$ cat src/rtl/core/iee_pkg.sv
package iee_pkg;

    localparam int STACK_DEPTH = 32;
    localparam int FRAC_BITS   = 16;
    localparam int SP_W        = $clog2(STACK_DEPTH);
    localparam int CNT_W       = $clog2(STACK_DEPTH + 1);
    localparam int VAL_W       = 48;

    localparam logic [2:0] FUNC_NUM    = 3'd0;
    localparam logic [2:0] FUNC_OP     = 3'd1;
    localparam logic [2:0] FUNC_LPAREN = 3'd2;
    localparam logic [2:0] FUNC_RPAREN = 3'd3;
    localparam logic [2:0] FUNC_END    = 3'd4;

    localparam logic [1:0] OP_ADD = 2'd0;
    localparam logic [1:0] OP_SUB = 2'd1;
    localparam logic [1:0] OP_MUL = 2'd2;
    localparam logic [1:0] OP_DIV = 2'd3;

    localparam logic [2:0] TOK_LPAREN = 3'd4;

    localparam logic [1:0] ERR_NONE   = 2'd0;
    localparam logic [1:0] ERR_DIV0   = 2'd1;
    localparam logic [1:0] ERR_STACK  = 2'd2;
    localparam logic [1:0] ERR_PAREN  = 2'd3;

    localparam logic [VAL_W-1:0] VAL_MAX = {1'b0, {(VAL_W-1){1'b1}}};
    localparam logic [VAL_W-1:0] VAL_MIN = {1'b1, {(VAL_W-1){1'b0}}};

    typedef struct packed {
        logic [2:0]  func;
        logic [1:0]  op_code;
        logic [15:0] number;
    } t_in;

    typedef struct packed {
        logic signed [VAL_W-1:0] value;
        logic                    error;
        logic [1:0]              error_kind;
    } t_out;

    typedef struct packed {
        logic       start;
        logic [1:0] op;
    } t_alu_req;

    typedef struct packed {
        logic done;
        logic div0;
    } t_alu_sts;

endpackage

$ cat src/rtl/core/iee_alu.sv
module iee_alu (
    input  logic                        i_clk,
    input  logic                        i_rst_n,
    input  iee_pkg::t_alu_req           i_req,
    input  logic signed [47:0]          i_a,
    input  logic signed [47:0]          i_b,
    output iee_pkg::t_alu_sts           o_sts,
    output logic signed [47:0]          o_res
);
    import iee_pkg::*;

    localparam int QW = 2 * VAL_W;          // mul product / div quotient width
    localparam int DN = VAL_W + FRAC_BITS;  // dividend bits
    localparam int IW = $clog2(DN + 1);

    localparam logic [2:0] S_IDLE = 3'd0;
    localparam logic [2:0] S_MUL  = 3'd1;
    localparam logic [2:0] S_DIV  = 3'd2;
    localparam logic [2:0] S_FIN  = 3'd3;
    localparam logic [2:0] S_DONE = 3'd4;

    logic [2:0]         r_st, n_st;
    logic [1:0]         r_op;
    logic               r_neg;
    logic [VAL_W-1:0]   r_ma, r_mb;
    logic [QW-1:0]      r_acc;
    logic [VAL_W:0]     r_rem;
    logic [DN-1:0]      r_dvd;
    logic [IW-1:0]      r_cnt;
    logic [1:0]         r_part;
    logic               r_div0;
    logic signed [VAL_W-1:0] r_res;

    logic [VAL_W-1:0] ma_c, mb_c;
    logic [VAL_W+1:0] sum_c;
    logic [VAL_W:0]   rem_sh;
    logic [VAL_W:0]   rem_sub;
    logic [23:0]      a_part;
    logic [QW-1:0]    pp;
    logic [QW-1:0]    shifted;
    logic             over;
    logic [QW-1:0]    mag_fin;

    assign ma_c = i_a[VAL_W-1] ? (VAL_W)'(-i_a) : i_a;
    assign mb_c = i_b[VAL_W-1] ? (VAL_W)'(-i_b) : i_b;
    assign sum_c = (i_req.op == OP_ADD) ? {{2{i_a[VAL_W-1]}}, i_a} + {{2{i_b[VAL_W-1]}}, i_b}
                                        : {{2{i_a[VAL_W-1]}}, i_a} - {{2{i_b[VAL_W-1]}}, i_b};

    // multiply: 24x48 partial product per cycle, low then high 24 bits of a
    assign a_part = r_part[0] ? r_ma[47:24] : r_ma[23:0];
    assign pp = QW'(a_part * r_mb) << (r_part[0] ? 24 : 0);

    // restoring divide one quotient bit per cycle
    assign rem_sh  = {r_rem[VAL_W-1:0], r_dvd[DN-1]};
    assign rem_sub = rem_sh - {1'b0, r_mb};

    assign shifted = (r_op == OP_MUL) ? (r_acc >> FRAC_BITS) : r_acc;
    assign over    = (r_op == OP_MUL) ? (r_acc[QW-1:VAL_W+FRAC_BITS] != '0)
                                      : (r_acc[QW-1:VAL_W] != '0);
    assign mag_fin = shifted;

    always_comb begin
        n_st = r_st;
        case (r_st)
            S_IDLE: if (i_req.start) begin
                case (i_req.op)
                    OP_MUL:  n_st = S_MUL;
                    OP_DIV:  n_st = (mb_c == '0) ? S_DONE : S_DIV;
                    default: n_st = S_DONE;
                endcase
            end
            S_MUL:   if (r_part == 2'd1) n_st = S_FIN;
            S_DIV:   if (r_cnt == IW'(DN - 1)) n_st = S_FIN;
            S_FIN:   n_st = S_DONE;
            S_DONE:  n_st = S_IDLE;
            default: n_st = S_IDLE;
        endcase
    end

    always_ff @(posedge i_clk) begin
        if (!i_rst_n) begin
            r_st <= S_IDLE;
        end else begin
            r_st <= n_st;
        end
    end

    always_ff @(posedge i_clk) begin
        case (r_st)
            S_IDLE: if (i_req.start) begin
                r_op   <= i_req.op;
                r_ma   <= ma_c;
                r_mb   <= mb_c;
                r_neg  <= i_a[VAL_W-1] ^ i_b[VAL_W-1];
                r_acc  <= '0;
                r_rem  <= '0;
                r_dvd  <= {ma_c, {FRAC_BITS{1'b0}}};
                r_cnt  <= '0;
                r_part <= '0;
                r_div0 <= (i_req.op == OP_DIV) && (mb_c == '0);
                if (i_req.op == OP_DIV)
                    r_res <= '0;
                else if (sum_c[VAL_W+1] && !(&sum_c[VAL_W:VAL_W-1]))
                    r_res <= VAL_MIN;
                else if (!sum_c[VAL_W+1] && (|sum_c[VAL_W:VAL_W-1]))
                    r_res <= VAL_MAX;
                else
                    r_res <= sum_c[VAL_W-1:0];
            end
            S_MUL: begin
                r_acc  <= r_acc + pp;
                r_part <= r_part + 2'd1;
            end
            S_DIV: begin
                r_dvd <= r_dvd << 1;
                r_cnt <= r_cnt + 1'b1;
                if (rem_sh >= {1'b0, r_mb}) begin
                    r_rem <= rem_sub;
                    r_acc <= {r_acc[QW-2:0], 1'b1};
                end else begin
                    r_rem <= rem_sh;
                    r_acc <= {r_acc[QW-2:0], 1'b0};
                end
            end
            S_FIN: begin
                if (r_neg) begin
                    if (over || mag_fin[VAL_W-1:0] >= VAL_MIN)
                        r_res <= VAL_MIN;
                    else
                        r_res <= -$signed(mag_fin[VAL_W-1:0]);
                end else begin
                    if (over || mag_fin[VAL_W-1])
                        r_res <= VAL_MAX;
                    else
                        r_res <= mag_fin[VAL_W-1:0];
                end
            end
            default: ;
        endcase
    end

    assign o_sts.done = (r_st == S_DONE);
    assign o_sts.div0 = r_div0;
    assign o_res      = r_res;
endmodule

$ cat config.mk
export PLATFORM = sky130hd
export DESIGN_NAME = iee_alu
export DESIGN_NICKNAME = d
export VERILOG_FILES = /design/src/rtl/core/iee_pkg.sv /design/src/rtl/core/iee_alu.sv
export SDC_FILE = /design/constraint.sdc
export NUM_CORES = 2
export LEC_CHECK = 0
export CORE_MARGIN = 2
export CORE_UTILIZATION = 55
export DETAILED_ROUTE_END_ITERATION = 8
export DONT_BUFFER_PORTS = 1
export HOLD_SLACK_MARGIN = 0.05
export PLACE_DENSITY = 0.67
export REMOVE_ABC_BUFFERS = 1
export SLEW_MARGIN = 5
export SYNTH_ARGS = -nofsm -noshare
export SYNTH_HDL_FRONTEND = slang
export SYNTH_SLANG_ARGS = --single-unit
export TNS_END_PERCENT = 5
$ cat constraint.sdc
create_clock -name i_clk -period 17.1 [get_ports i_clk]
set_clock_uncertainty 0.05 [all_clocks]
set_input_delay 2.565 -clock i_clk [delete_from_list [all_inputs] [get_ports i_clk]]
set_output_delay 2.565 -clock i_clk [all_outputs]
set_load 0.005 [all_outputs]
==> key figures <==
CTS
  – Clk sinks: 352
  – Max clock buf depth: 3
  – Htree depth: 2
  – TritonCTS clock tree: done
  – CTS root buf: clkbuf_16
  – CTS Hold Bufs: 0
  – Clock buffer count from CTS: 47
  – Clock-pin slew on the worst setup and hold paths: ~0.070 ns
  – Clk_lat worst skew: about 0.7 ns
  – Post-CTS Setup Inserts: 0
  – CTS resizes: 0

Die
  – Die area: about 120,000 sq um
  – Starting Density: between 50% and 60%
  – Ports: 151
  – Rows: 127
  – Core Area: between 100,000 and 150,000 sq um
  – Die Wd: 352 um
  – Height of the die: about 350 um

Yosys
  – Synth Flop Type: edfxtp_1
  – Flops & latches, synth: about 350
  – Sequential fraction of the synthesis area: 15.8%
  – EDFF count, synth: approximately 350
  – Post-Syn Instances: about 7,800
  – Warning count from the yosys run: 0
  – Post-synth ARST share: 0%
  – Distinct cells, synth: between 90 and 100
  – Mapped cell area: 66,600 sq um
  – Avg Inst Size Synth: 8.58 sq um

Global routing
  – Vias in the first global route: 56,800
  – Initial antenna violation count: 3
  – Global-route wire length before repair: 351,000 um
  – Overall Global Routing Usage: 37.9%
  – Largest net degree at the start of global routing: 96
  – Overflow after GRT: 0

Setup path
  – Crit-path most repeated cell: fa_1
  – CP arrival: 14.36 ns
  – Reg2reg path depth: 40
  – CP Capture Type: flip-flop
  – CP max stage delay: 1.22 ns
  – Type of the worst setup path: reg -> reg
  – CP max FO: 48
  – Crit path launch type: flip-flop
  – CP required: ~17 ns
  – FF-to-FF Start: r_part[0]
  – Crit path max-delay cell type: edfxtp_1
  – Reg-to-reg endpoint: r_acc[91]
  – R2r setup slk: 3.05 ns

Routing
  – First-pass iteration count of the detailed router: 7
  – Vias: 56,100
  – DR WL/cell: 25.2 um
  – Drt drc: 0
  – Routed WL: 231,000 um
  – Iter 0 DRT Violations: 5,285
  – Routed Antenna Nets: 0
  – Vias per cell: ~6.1

Place
  – Cell Area, Placed: 67,900 sq um
  – Routability cong.: 1.03
  – PortBufs: 0
  – Post-DP HPWL: between 150,000 and 200,000 um

Worst hold path
  – Hold depth: 1
  – Endpoint with the worst hold slack: r_dvd[56]
  – Worst hold path type: reg -> reg
  – Hold_sp: r_dvd[55]

STA
  – Slew Limit Fails: 0
  – Hold Vio Cnt, Final: 0
  – Slew at the pin closest to its max-slew limit: 1.31 ns
  – Relative slew margins: 12.6%
  – Hold slack: around 0.5 ns
  – Unrepaired setup endpoints after global routing: no
  – Final setup vio count: 0
  – Fin crit share: 82.2%
  – Sum Neg Setup Slack: 0 ns
  – Min cycle time layout: between 10 and 15 ns
  – Highest Clock Rate: 71.2 MHz

Cells and area
  – Layout cells sized above 1: 4.59%
  – Design Area, Final: roughly 70,000 sq um
  – Final Util: a little under 60%
  – Nets: 9,019
  – Area Overhead vs Synth: 4.46%

Run status
  – Outcome: finished clean

Run
  – Max cap viols: 0
sequential cells by signal, summed over array words and instances (netlist names):
register	cells
r_mb	48
r_dvd	48
r_cnt	7
r_op	2
r_acc	96
r_div0	1
r_part	2
r_rem	48
r_ma	48
o_res	48
r_st	3
r_neg	1
routing by layer:
metal	vias to the layer above	track usage [%]	share of wire (%)
met5	-	0	0.025
met4	6	20.5	6.5
met3	667	9.64	11
met2	2834	58.7	45
met1	28000	48.7	38
li1	24600	-	-
cell type report:
class | count | area (sq um)
timing repair buffer | 99 | 743
sequential | 352 | 10500
fill | 10900 | 50400
multi-input combinational | 5810 | 50100
tap | 1612 | 2020
clock buffer | 50 | 1190
antenna | 2 | 5.00
inverter | 1194 | 4480
clock inverter | 35 | 447
cell usage after synthesis, drive strengths merged, types with 14 or more instances:
cell / n / area, sq um
buf: 43 / 250
nand4: 60 / 382
a31oi: 34 / 213
o21a: 30 / 225
nor2b: 34 / 213
edfxtp: 349 / 10500
and3: 38 / 238
nor2: 701 / 2660
a21oi: 395 / 1980
or2: 20 / 125
mux2: 47 / 529
a21boi: 14 / 105
nand3: 98 / 490
inv: 1188 / 4460
nor4: 37 / 259
xor2: 112 / 981
a211oi: 33 / 248
o21ai: 346 / 1730
nor3: 86 / 430
o41ai: 18 / 165
o21bai: 52 / 398
mux2i: 119 / 1190
o31ai: 55 / 418
a21o: 146 / 1100
nand2b: 42 / 263
or4: 19 / 150
clkbuf: 361 / 1360
a22o: 16 / 140
and2: 200 / 1250
or3: 35 / 229
fa: 1013 / 20300
nand2: 1123 / 4220
xnor2: 276 / 2420
o211ai: 24 / 180
o22ai: 50 / 488
ha: 401 / 5020
worst max path at each step:
stage	from	to	slack, ns	depth (start not counted)
after global routing	r_part[0]	r_acc[91]	2.40	40
after global placement	r_part[0]	r_acc[91]	3.76	41
final	r_part[0]	r_acc[91]	3.05	40
after CTS	r_part[0]	r_acc[91]	3.41	40
after floorplan	r_part[0]	r_acc[95]	3.91	35
after detailed placement	r_part[0]	r_acc[91]	3.54	40
metrics by stage:
stage               worst slack (ns)  cells
detailed placement              3.54   9067
CTS                             3.41   9152
global placement                3.76   9067
floorplan                       3.91   7356
finish                          3.05   9154
global route                    2.40   9152
layout by cell type, fill, tap and decap left out, types with 28 or more instances in the layout:
master	n
inv_1	1166
nand2_1	1121
fa_1	1013
nor2_1	690
ha_1	401
a21oi_1	395
edfxtp_1	349
o21ai_0	346
xnor2_1	275
and2_1	199
a21o_1	146
xor2_1	112
mux2i_1	110
buf_4	99
nand3_1	98
nor3_1	84
nand4_1	59
o31ai_1	53
o21bai_1	49
mux2_2	47
clkbuf_16	47
nand2b_1	41
and3_1	38
nor4_1	34
nor2b_1	34
a31oi_1	34
a211oi_1	33
or3_1	33
o21a_1	30
o22ai_2	28
critical path: cells and delay by family, from the launching register on:
kind,cells,cell delay [ns]
multiplexers,1,0.27
buffers and inverters,6,1.26
XOR/XNOR,2,0.54
adder cells (fa/ha/maj),9,4.22
AO/OA/AOI/OAI,17,5.38
AND/OR/NAND/NOR,5,0.67
flip-flops,1,1.22
kinds of logic (layout without fill, tap and decap cells):
kind of cell,count (synthesis),after routing,synth area share [%]
adders and majority gates,1414,1414,38.0
other,0,2,0
buffers and inverters,1598,1378,9.15
AOI/OAI and AO/OA,1313,1313,12.5
DFF,352,352,15.8
muxes,166,166,2.58
and+or+nand+nor,2529,2529,16.8
xor gates and xnor gates,388,388,5.12
Power is left out: the tool's default activity adds up to more than one toggle a clock period on the data nets, which glitch-free logic cannot reach.
